==> src/rtl/mcpg_pkg.sv <==
package mcpg_pkg;

  localparam int COORD_BITS_DEF  = 16;
  localparam int RADIUS_BITS_DEF = 12;

  localparam logic REQ_START   = 1'b0;
  localparam logic REQ_ADVANCE = 1'b1;

  localparam logic KIND_CIRCLE = 1'b0;
  localparam logic KIND_RRECT  = 1'b1;

  localparam logic [2:0] MIRROR_FIRST = 3'd0;
  localparam logic [2:0] MIRROR_LAST  = 3'd7;

  typedef struct packed {
    logic       busy;
    logic       last;
    logic [2:0] index;
  } step_ctl_t;

endpackage

==> src/rtl/mcpg_in_if.sv <==
interface mcpg_in_if #(
  parameter int COORD_BITS  = mcpg_pkg::COORD_BITS_DEF,
  parameter int RADIUS_BITS = mcpg_pkg::RADIUS_BITS_DEF
);
  logic                         valid;
  logic                         ready;
  logic                         req_type;
  logic                         shape_kind;
  logic signed [COORD_BITS-1:0] first_x;
  logic signed [COORD_BITS-1:0] first_y;
  logic signed [COORD_BITS-1:0] second_x;
  logic signed [COORD_BITS-1:0] second_y;
  logic [RADIUS_BITS-1:0]       radius_in;

  modport source (
    output valid, req_type, shape_kind, first_x, first_y, second_x, second_y, radius_in,
    input  ready
  );
  modport sink (
    input  valid, req_type, shape_kind, first_x, first_y, second_x, second_y, radius_in,
    output ready
  );
endinterface

==> src/rtl/mcpg_out_if.sv <==
interface mcpg_out_if #(
  parameter int COORD_BITS = mcpg_pkg::COORD_BITS_DEF
);
  logic                         valid;
  logic                         ready;
  logic signed [COORD_BITS-1:0] point_x;
  logic signed [COORD_BITS-1:0] point_y;
  logic                         point_valid;
  logic                         last_point;

  modport source (
    output valid, point_x, point_y, point_valid, last_point,
    input  ready
  );
  modport sink (
    input  valid, point_x, point_y, point_valid, last_point,
    output ready
  );
endinterface

==> src/rtl/mcpg_centre.sv <==
module mcpg_centre #(
  parameter int COORD_BITS  = mcpg_pkg::COORD_BITS_DEF,
  parameter int RADIUS_BITS = mcpg_pkg::RADIUS_BITS_DEF
) (
  input  logic                   clk,
  input  logic                   load,
  input  logic                   shape_kind,
  input  logic [COORD_BITS-1:0]  first_x,
  input  logic [COORD_BITS-1:0]  first_y,
  input  logic [COORD_BITS-1:0]  second_x,
  input  logic [COORD_BITS-1:0]  second_y,
  input  logic [RADIUS_BITS-1:0] radius,
  output logic [COORD_BITS-1:0]  right,
  output logic [COORD_BITS-1:0]  bottom,
  output logic [COORD_BITS-1:0]  left,
  output logic [COORD_BITS-1:0]  top
);
  import mcpg_pkg::*;

  logic [COORD_BITS-1:0] rad_c;
  logic [COORD_BITS-1:0] right_r, bottom_r, left_r, top_r;
  logic [COORD_BITS-1:0] right_nxt, bottom_nxt, left_nxt, top_nxt;

  assign rad_c = COORD_BITS'(radius);

  always_comb begin
    if (shape_kind == KIND_RRECT) begin
      right_nxt  = second_x - rad_c;
      bottom_nxt = second_y - rad_c;
      left_nxt   = first_x + rad_c;
      top_nxt    = first_y + rad_c;
    end else begin
      right_nxt  = first_x;
      bottom_nxt = first_y;
      left_nxt   = first_x;
      top_nxt    = first_y;
    end
  end

  always_ff @(posedge clk) begin
    if (load) begin
      right_r  <= right_nxt;
      bottom_r <= bottom_nxt;
      left_r   <= left_nxt;
      top_r    <= top_nxt;
    end
  end

  assign right  = right_r;
  assign bottom = bottom_r;
  assign left   = left_r;
  assign top    = top_r;

endmodule

==> src/rtl/mcpg_stepper.sv <==
module mcpg_stepper #(
  parameter int RADIUS_BITS = mcpg_pkg::RADIUS_BITS_DEF
) (
  input  logic                   clk,
  input  logic                   rst_n,
  input  logic                   start,
  input  logic                   advance,
  input  logic [RADIUS_BITS-1:0] radius,
  output logic [RADIUS_BITS:0]   major,
  output logic [RADIUS_BITS:0]   minor,
  output mcpg_pkg::step_ctl_t    ctl
);
  import mcpg_pkg::*;

  localparam int OFF_BITS = RADIUS_BITS + 1;
  localparam int DEC_BITS = RADIUS_BITS + 4;

  logic                       busy_r, busy_nxt;
  logic [2:0]                 idx_r, idx_nxt;
  logic [OFF_BITS-1:0]        major_r, major_nxt;
  logic [OFF_BITS-1:0]        minor_r, minor_nxt;
  logic signed [DEC_BITS-1:0] dec_r, dec_nxt;

  logic                       dec_pos;
  logic                       done;
  logic                       wrap_iter;
  logic [OFF_BITS-1:0]        major_step;
  logic signed [DEC_BITS-1:0] minor_s, major_step_s, dec_step;
  logic [OFF_BITS:0]          major_w, minor_w;

  assign dec_pos      = !dec_r[DEC_BITS-1] && (dec_r != '0);
  assign major_step   = dec_pos ? (major_r - OFF_BITS'(1)) : major_r;
  assign minor_s      = signed'({3'b000, minor_r});
  assign major_step_s = signed'({3'b000, major_step});
  assign major_w      = {1'b0, major_r};
  assign minor_w      = {1'b0, minor_r};
  assign done         = dec_pos ? (major_w < minor_w + (OFF_BITS + 1)'(2))
                                : (major_w < minor_w + (OFF_BITS + 1)'(1));
  assign wrap_iter    = advance && busy_r && (idx_r == MIRROR_LAST);

  always_comb begin
    if (dec_pos) begin
      dec_step = dec_r + (minor_s <<< 1) - (major_step_s <<< 1) + DEC_BITS'(1);
    end else begin
      dec_step = dec_r + (minor_s <<< 1) + DEC_BITS'(1);
    end
  end

  always_comb begin
    busy_nxt  = busy_r;
    idx_nxt   = idx_r;
    major_nxt = major_r;
    minor_nxt = minor_r;
    dec_nxt   = dec_r;
    if (start) begin
      busy_nxt  = 1'b1;
      idx_nxt   = MIRROR_FIRST;
      major_nxt = OFF_BITS'(radius);
      minor_nxt = '0;
      dec_nxt   = DEC_BITS'(1) - signed'({4'b0000, radius});
    end else if (wrap_iter) begin
      idx_nxt   = MIRROR_FIRST;
      busy_nxt  = !done;
      major_nxt = major_step;
      minor_nxt = minor_r + OFF_BITS'(1);
      dec_nxt   = dec_step;
    end else if (advance && busy_r) begin
      idx_nxt = idx_r + 3'd1;
    end
  end

  always_ff @(posedge clk) begin
    if (!rst_n) begin
      busy_r <= 1'b0;
      idx_r  <= MIRROR_FIRST;
    end else begin
      busy_r <= busy_nxt;
      idx_r  <= idx_nxt;
    end
  end

  always_ff @(posedge clk) begin
    major_r <= major_nxt;
    minor_r <= minor_nxt;
    dec_r   <= dec_nxt;
  end

  assign major     = major_r;
  assign minor     = minor_r;
  assign ctl.busy  = busy_r;
  assign ctl.index = idx_r;
  assign ctl.last  = busy_r && (idx_r == MIRROR_LAST) && done;

endmodule

==> src/rtl/mcpg_mirror.sv <==
module mcpg_mirror #(
  parameter int COORD_BITS  = mcpg_pkg::COORD_BITS_DEF,
  parameter int RADIUS_BITS = mcpg_pkg::RADIUS_BITS_DEF
) (
  input  logic [COORD_BITS-1:0] right,
  input  logic [COORD_BITS-1:0] bottom,
  input  logic [COORD_BITS-1:0] left,
  input  logic [COORD_BITS-1:0] top,
  input  logic [RADIUS_BITS:0]  major,
  input  logic [RADIUS_BITS:0]  minor,
  input  mcpg_pkg::step_ctl_t   ctl,
  output logic [COORD_BITS-1:0] px,
  output logic [COORD_BITS-1:0] py
);
  import mcpg_pkg::*;

  logic [COORD_BITS-1:0] a_c, b_c;

  assign a_c = ctl.index[2] ? COORD_BITS'(minor) : COORD_BITS'(major);
  assign b_c = ctl.index[2] ? COORD_BITS'(major) : COORD_BITS'(minor);

  assign px = ctl.index[1] ? (left - a_c) : (right + a_c);
  assign py = ctl.index[0] ? (top - b_c) : (bottom + b_c);

endmodule

==> src/rtl/mcpg_out_stage.sv <==
module mcpg_out_stage #(
  parameter int COORD_BITS = mcpg_pkg::COORD_BITS_DEF
) (
  input  logic                  clk,
  input  logic                  rst_n,
  input  logic                  load,
  input  logic [COORD_BITS-1:0] px,
  input  logic [COORD_BITS-1:0] py,
  input  mcpg_pkg::step_ctl_t   ctl,
  output logic                  can_load,
  mcpg_out_if.source            out_ch
);
  import mcpg_pkg::*;

  logic                  valid_r, valid_nxt;
  logic [COORD_BITS-1:0] px_r, py_r;
  logic                  pvalid_r, last_r;

  assign can_load  = !valid_r || out_ch.ready;
  assign valid_nxt = load || (valid_r && !out_ch.ready);

  always_ff @(posedge clk) begin
    if (!rst_n) begin
      valid_r <= 1'b0;
    end else begin
      valid_r <= valid_nxt;
    end
  end

  // idle advance gives an empty point
  always_ff @(posedge clk) begin
    if (load) begin
      px_r     <= ctl.busy ? px : '0;
      py_r     <= ctl.busy ? py : '0;
      pvalid_r <= ctl.busy;
      last_r   <= ctl.last;
    end
  end

  assign out_ch.valid       = valid_r;
  assign out_ch.point_x     = signed'(px_r);
  assign out_ch.point_y     = signed'(py_r);
  assign out_ch.point_valid = pvalid_r;
  assign out_ch.last_point  = last_r;

endmodule

==> src/rtl/midpoint_circle_point_generator_unit.sv <==
// An advance item's point appears on the result channel in the cycle after acceptance.
// Throughput: one item per cycle unless the result channel stalls; a start item loads
// the shape and gives no result. The rate is set by the octant step and the output register,
// which accepts a new item when it is empty or its held point is taken in the same cycle.
// Reset (synchronous, rst_n low) leaves the unit idle with no result pending.
module midpoint_circle_point_generator_unit #(
  parameter int COORD_BITS  = mcpg_pkg::COORD_BITS_DEF,
  parameter int RADIUS_BITS = mcpg_pkg::RADIUS_BITS_DEF
) (
  input logic        clk,
  input logic        rst_n,
  mcpg_in_if.sink    in_ch,
  mcpg_out_if.source out_ch
);
  import mcpg_pkg::*;

  logic                  in_fire, start, advance, can_load;
  logic [COORD_BITS-1:0] right, bottom, left, top, px, py;
  logic [RADIUS_BITS:0]  major, minor;
  step_ctl_t             ctl;

  assign in_ch.ready = can_load;
  assign in_fire     = in_ch.valid && can_load;
  assign start       = in_fire && (in_ch.req_type == REQ_START);
  assign advance     = in_fire && (in_ch.req_type == REQ_ADVANCE);

  mcpg_centre #(
    .COORD_BITS (COORD_BITS),
    .RADIUS_BITS(RADIUS_BITS)
  ) u_centre (
    .clk       (clk),
    .load      (start),
    .shape_kind(in_ch.shape_kind),
    .first_x   (in_ch.first_x),
    .first_y   (in_ch.first_y),
    .second_x  (in_ch.second_x),
    .second_y  (in_ch.second_y),
    .radius    (in_ch.radius_in),
    .right     (right),
    .bottom    (bottom),
    .left      (left),
    .top       (top)
  );

  mcpg_stepper #(
    .RADIUS_BITS(RADIUS_BITS)
  ) u_stepper (
    .clk    (clk),
    .rst_n  (rst_n),
    .start  (start),
    .advance(advance),
    .radius (in_ch.radius_in),
    .major  (major),
    .minor  (minor),
    .ctl    (ctl)
  );

  mcpg_mirror #(
    .COORD_BITS (COORD_BITS),
    .RADIUS_BITS(RADIUS_BITS)
  ) u_mirror (
    .right (right),
    .bottom(bottom),
    .left  (left),
    .top   (top),
    .major (major),
    .minor (minor),
    .ctl   (ctl),
    .px    (px),
    .py    (py)
  );

  mcpg_out_stage #(
    .COORD_BITS(COORD_BITS)
  ) u_out_stage (
    .clk     (clk),
    .rst_n   (rst_n),
    .load    (advance),
    .px      (px),
    .py      (py),
    .ctl     (ctl),
    .can_load(can_load),
    .out_ch  (out_ch)
  );

endmodule

==> src/flat_wrapper.sv <==
// flat-port wrapper written by rule: the top's interface ports become plain ports
module midpoint_circle_point_generator_unit_flat import mcpg_pkg::*;
#(
  parameter int COORD_BITS  = mcpg_pkg::COORD_BITS_DEF,
  parameter int RADIUS_BITS = mcpg_pkg::RADIUS_BITS_DEF
)
  (clk, rst_n, in_ch_valid, in_ch_req_type, in_ch_shape_kind, in_ch_first_x, in_ch_first_y, in_ch_second_x, in_ch_second_y, in_ch_radius_in, in_ch_ready, out_ch_valid, out_ch_point_x, out_ch_point_y, out_ch_point_valid, out_ch_last_point, out_ch_ready);
  mcpg_in_if #(.COORD_BITS(COORD_BITS), .RADIUS_BITS(RADIUS_BITS)) in_ch_i ();
  mcpg_out_if #(.COORD_BITS(COORD_BITS)) out_ch_i ();
  input logic clk;
  input logic rst_n;
  input wire logic [$bits(in_ch_i.valid)-1:0] in_ch_valid;
  input wire logic [$bits(in_ch_i.req_type)-1:0] in_ch_req_type;
  input wire logic [$bits(in_ch_i.shape_kind)-1:0] in_ch_shape_kind;
  input wire logic [$bits(in_ch_i.first_x)-1:0] in_ch_first_x;
  input wire logic [$bits(in_ch_i.first_y)-1:0] in_ch_first_y;
  input wire logic [$bits(in_ch_i.second_x)-1:0] in_ch_second_x;
  input wire logic [$bits(in_ch_i.second_y)-1:0] in_ch_second_y;
  input wire logic [$bits(in_ch_i.radius_in)-1:0] in_ch_radius_in;
  output wire logic [$bits(in_ch_i.ready)-1:0] in_ch_ready;
  output wire logic [$bits(out_ch_i.valid)-1:0] out_ch_valid;
  output wire logic [$bits(out_ch_i.point_x)-1:0] out_ch_point_x;
  output wire logic [$bits(out_ch_i.point_y)-1:0] out_ch_point_y;
  output wire logic [$bits(out_ch_i.point_valid)-1:0] out_ch_point_valid;
  output wire logic [$bits(out_ch_i.last_point)-1:0] out_ch_last_point;
  input wire logic [$bits(out_ch_i.ready)-1:0] out_ch_ready;
  assign in_ch_i.valid = in_ch_valid;
  assign in_ch_i.req_type = in_ch_req_type;
  assign in_ch_i.shape_kind = in_ch_shape_kind;
  assign in_ch_i.first_x = in_ch_first_x;
  assign in_ch_i.first_y = in_ch_first_y;
  assign in_ch_i.second_x = in_ch_second_x;
  assign in_ch_i.second_y = in_ch_second_y;
  assign in_ch_i.radius_in = in_ch_radius_in;
  assign in_ch_ready = in_ch_i.ready;
  assign out_ch_valid = out_ch_i.valid;
  assign out_ch_point_x = out_ch_i.point_x;
  assign out_ch_point_y = out_ch_i.point_y;
  assign out_ch_point_valid = out_ch_i.point_valid;
  assign out_ch_last_point = out_ch_i.last_point;
  assign out_ch_i.ready = out_ch_ready;
  midpoint_circle_point_generator_unit #(.COORD_BITS(COORD_BITS), .RADIUS_BITS(RADIUS_BITS)) u_core (.clk(clk), .rst_n(rst_n), .in_ch(in_ch_i), .out_ch(out_ch_i));
endmodule
==> config.mk <==
export PLATFORM = sky130hd
export DESIGN_NAME = midpoint_circle_point_generator_unit_flat
export DESIGN_NICKNAME = d
export VERILOG_FILES = /design/src/rtl/mcpg_pkg.sv /design/src/rtl/mcpg_in_if.sv /design/src/rtl/mcpg_out_if.sv /design/src/rtl/mcpg_centre.sv /design/src/rtl/mcpg_stepper.sv /design/src/rtl/mcpg_mirror.sv /design/src/rtl/mcpg_out_stage.sv /design/src/rtl/midpoint_circle_point_generator_unit.sv /design/src/flat_wrapper.sv
export SDC_FILE = /design/constraint.sdc
export NUM_CORES = 1
export LEC_CHECK = 0
export BUFFER_PORTS_ARGS = -buffer_cell sky130_fd_sc_hd__buf_2
export CAP_MARGIN = 20
export CORE_MARGIN = 4
export CORE_UTILIZATION = 50
export CTS_CLUSTER_DIAMETER = 30
export CTS_CLUSTER_SIZE = 28
export DETAILED_ROUTE_END_ITERATION = 12
export PLACE_DENSITY_LB_ADDON = 0.08
export SLEW_MARGIN = 0
export SYNTH_ARGS = -nofsm -noshare
export SYNTH_HDL_FRONTEND = slang
export SYNTH_SLANG_ARGS = --single-unit
export TNS_END_PERCENT = 20
==> constraint.sdc <==
create_clock -name clk -period 3.7 [get_ports clk]
set_input_delay 0.185 -clock clk [delete_from_list [all_inputs] [get_ports clk]]
set_output_delay 0.185 -clock clk [all_outputs]
set_load 0.02 [all_outputs]
==> qor.yml <==
route:
  drt_first_pass_iters: 5
  drt_iter0_markers: 1166
  top_layer: "met4"
  met3_length_mm: 3.48
  dr_wl_met2_mm: 17.4
  postRouteAntennaNets: 0
  via_count: 13100
  drt_wl_total_mm: 43.0
  avgRoutedWirePerCell_um: 19.1
  via_per_inst: 5.82
  met1Wirelength_mm: 21.4
  drc: 0
synth:
  synth_area_um2: 14200
  synth_compound_area_frac: 0.194
  synthXorXnorAreaFrac: 0.0861
  synthCells: 1613
  synth_area_per_cell_um2: 8.82
  muxShareOfSynthArea: 0.0390
  syn-num-nets: 1876
  synth_top_family_by_area: "compound AO/OA/AOI/OAI gates"
  synth_warnings: 0
  synth_edf_count: 126
  synth-seq-cells: 145
  synth-simple-area-share: 0.183
  synth_seq_area_share: 0.293
  synth.distinct_cells: 83
  synth_fa_ha_area_frac: 0.164
  synth_top_flop_cell: "edfxtp_1"
  async_reset_ff_frac: 0
clocking:
  clk_latency_ns: 0.42
  cts_tree: "built"
  cts-root-buf: "clkbuf_16"
  cts_buffers: 17
  clockBufferDepth: 2
  postCtsHoldBufs: 0
  clkTransAtPathRegs_ns: 0.07
  htree_levels: 4
  cts.sinks: 145
setup_path:
  r2r_start: "u_core.u_stepper.dec_r[6]"
  required_ns: 3.81
  critPathMaxFanout: 3
  critPathLaunch: "u_core.u_stepper.dec_r[6]"
  path_common_cell: "ha_4"
  rr_endpoint: "u_core.u_stepper.dec_r[15]"
  critical-path-slowest-cell: "edfxtp_1"
  rrSetupSlack_ns: -0.28
  timing_worst_setup_path_type: "flop to flop"
  cp_cell_sequence: "buf_4 -> buf_4 -> ha_4 -> and2b_2 -> a221oi_2 -> o311ai_4 -> ha_4 -> ha_4 -> buf_6 -> or3_4 -> o2111ai_4 -> nand3_2 -> o211ai_1 -> o21ai_1 -> xnor2_1 -> o221ai_1"
  cp_num_cells: 16
  slowest_delay_ns: 0.41
  rr_worst_depth: 16
  worstSetupEndpointType: "flop"
  path_buf_inv: 3
  critPathArrivalTime_ns: 4.10
  crit_family: "compound AO/OA/AOI/OAI gates"
  timing.critical_path.to: "u_core.u_stepper.dec_r[15]"
  start_kind: "flop"
global_routing:
  track_usage: 0.274
  antenna_found_initial: 0
  grt_pass1_wl_mm: 66.8
  grt_max_degree: 63
  grt-ovfl-total: 0
  grt_pass1_vias: 12100
placed_design:
  io_buffers: 117
  hpwl_mm: 33.7
  placedCellCount: 2190
  gp_congestion: 0.958
floorplanning:
  core_area_um2: 27900
  rows: 61
  start_util: 0.509
  fp.dieW_um: 177
  ios: 118
  die_y_um: 177
  dieArea_um2: 31200
sta:
  setup_viol: 9
  worst_pin_slew_ns: 0.901
  relSlewSlack: 0.394
  drv_slew: 0
  fin_ws_ns: -0.285
  rsz0062_at_grt: "true"
  post-route-min-period_ns: 3.98
  finClkSkew_ns: 0.0140
  min_period_over_period: 1.08
  clock.fmax_mhz: 251
  hold_viol: 0
cells_and_area:
  final-instance-count-excl-fill: 2255
  num_antenna_cells: 0
  final_common_cell: "buf_4"
  layout-drive-gt1-share: 0.230
  layout_common_cells: "156 x buf_4, 150 x ha_1, 132 x nor2_1"
  fillCellCount: 2425
  nets: 2127
  area_delta_synth_final_pct: 23.7
worst_hold_path:
  min_path_type: "input pin to flop"
  hp-start: "rst_n"
power:
  power_density_nw_per_um2: 309
  power.total_mw: 5.44
  p_leak_nw: 7.53
  peakVddDrop_v: 0.000226
flow_run:
  drv_cap: 0
status:
  violations: "negative setup slack"
  status: "finished, violations left"
[power breakdown]
group | internal [mW] | total (mW) | switching [mW] | leakage [nW]
Combinational | 0.797 | 1.79 | 0.990 | 5.91
Sequential | 1.90 | 1.97 | 0.0649 | 1.35
Clock | 0.947 | 1.68 | 0.734 | 0.277
[state kept, by name, summed over array words and instances (netlist names)]
signal / flops
u_core.u_stepper.idx_r: 3
u_core.u_centre.left: 16
u_core.u_centre.bottom: 16
u_core.u_stepper.dec_r: 16
u_core.u_stepper.major: 13
u_core.u_centre.top: 16
u_core.u_out_stage.out_ch.point_valid: 1
u_core.u_out_stage.out_ch.valid: 1
u_core.u_stepper.busy_r: 1
u_core.u_out_stage.out_ch.point_y: 16
u_core.u_centre.right: 16
u_core.u_out_stage.out_ch.last_point: 1
u_core.u_stepper.minor: 13
u_core.u_out_stage.out_ch.point_x: 16
[worst reg2reg max path, stage by stage (launching register included)]
cell and delay, ns:
edfxtp_1 0.41, buf_4 0.16, buf_4 0.13, ha_4 0.27
and2b_2 0.23, a221oi_2 0.32, o311ai_4 0.20, ha_4 0.29
ha_4 0.16, buf_6 0.11, or3_4 0.39, o2111ai_4 0.23
nand3_2 0.12, o211ai_1 0.18, o21ai_1 0.15, xnor2_1 0.19
o221ai_1 0.14
[cell families (layout without fill, tap and decap cells)]
group	after synthesis	count (layout)
xor+xnor	139	139
buf+inv	155	419
flops	145	145
compound gates	417	417
simple gates	523	523
fa+ha+maj	181	181
mux	53	53
[per-layer routing]
metal	up-vias	GRT usage
li1	6453	-
met1	6098	0.438
met2	516	0.386
met3	47	0.0419
met4	0	0.0635
met5	-	0
[worst min-delay path by stage]
| stage | to | slack (ns) | cells after the start |
|---|---|---|---|
| 2_1_floorplan | u_core.u_stepper.busy_r | 0.33 | 1 |
| 3_3_place_gp | u_core.u_stepper.busy_r | 0.47 | 2 |
| 3_5_place_dp | u_core.u_stepper.busy_r | 0.47 | 2 |
| 4_1_cts | u_core.u_stepper.busy_r | 0.02 | 2 |
| 5_1_grt | u_core.u_stepper.busy_r | 0.008 | 2 |
| 6_report | u_core.u_stepper.busy_r | 0.03 | 2 |
[Yosys cell counts (6+ instances only)]
master	count	area share
a211oi_1	21	0.011
a21boi_0	14	0.0074
a21o_1	48	0.025
a21oi_1	98	0.034
a31oi_1	14	0.0062
and2_1	6	0.0026
and3_1	16	0.0070
buf_1	8	0.0021
clkbuf_1	39	0.010
dfxtp_1	19	0.027
edfxtp_1	126	0.27
fa_1	10	0.014
ha_1	171	0.15
inv_1	102	0.027
mux2_2	19	0.015
mux2i_1	34	0.024
nand2_1	114	0.030
nand2b_1	22	0.0097
nand3_1	54	0.019
nand3b_1	9	0.0047
nand4_1	20	0.0088
nor2_1	135	0.036
nor2b_1	34	0.015
nor3_1	42	0.015
nor3b_1	8	0.0042
nor4_1	14	0.0062
o211ai_1	19	0.010
o21a_1	20	0.011
o21ai_0	92	0.032
o21bai_1	7	0.0037
o221ai_1	6	0.0037
o31ai_1	15	0.0079
or2_2	13	0.0057
or3_1	17	0.0075
xnor2_1	82	0.050
xor2_1	56	0.034
[area by class of cell]
cell class	instances	area, um2	area share
clock inverter	15	146	0.00832
multi-input combinational	1313	10100	0.575
tap	378	473	0.0269
clock buffer	17	425	0.0242
timing repair buffer	282	1880	0.107
inverter	105	394	0.0224
sequential	145	4170	0.237
[through the flow]
stage          setup WS (ns)  hold slack, ns  TNS, ns  instance area, um2   util
3_5_place_dp          -0.512           0.468    -2.64               16100  0.576
6_report              -0.285          0.0274    -1.62               17600  0.630
2_1_floorplan        -0.0511           0.332  -0.0511               14200      -
4_1_cts               -0.116          0.0164   -0.544               17400  0.622
5_1_grt               -0.445         0.00833    -3.15               17600  0.630
3_3_place_gp          -0.404           0.466    -1.95               16100  0.576
[repair_timing]
| action | CTS | global route |
|---|---|---|
| endpoints found under the setup margin | 10 | 17 |
| cloned | 1 | 0 |
| pin swaps | 41 | 26 |
| resized for setup | 77 | 30 |
| buffers inserted | 23 | 10 |
| hold endpoints to repair | 0 | 0 |
Power figures use the tool's default switching activity.
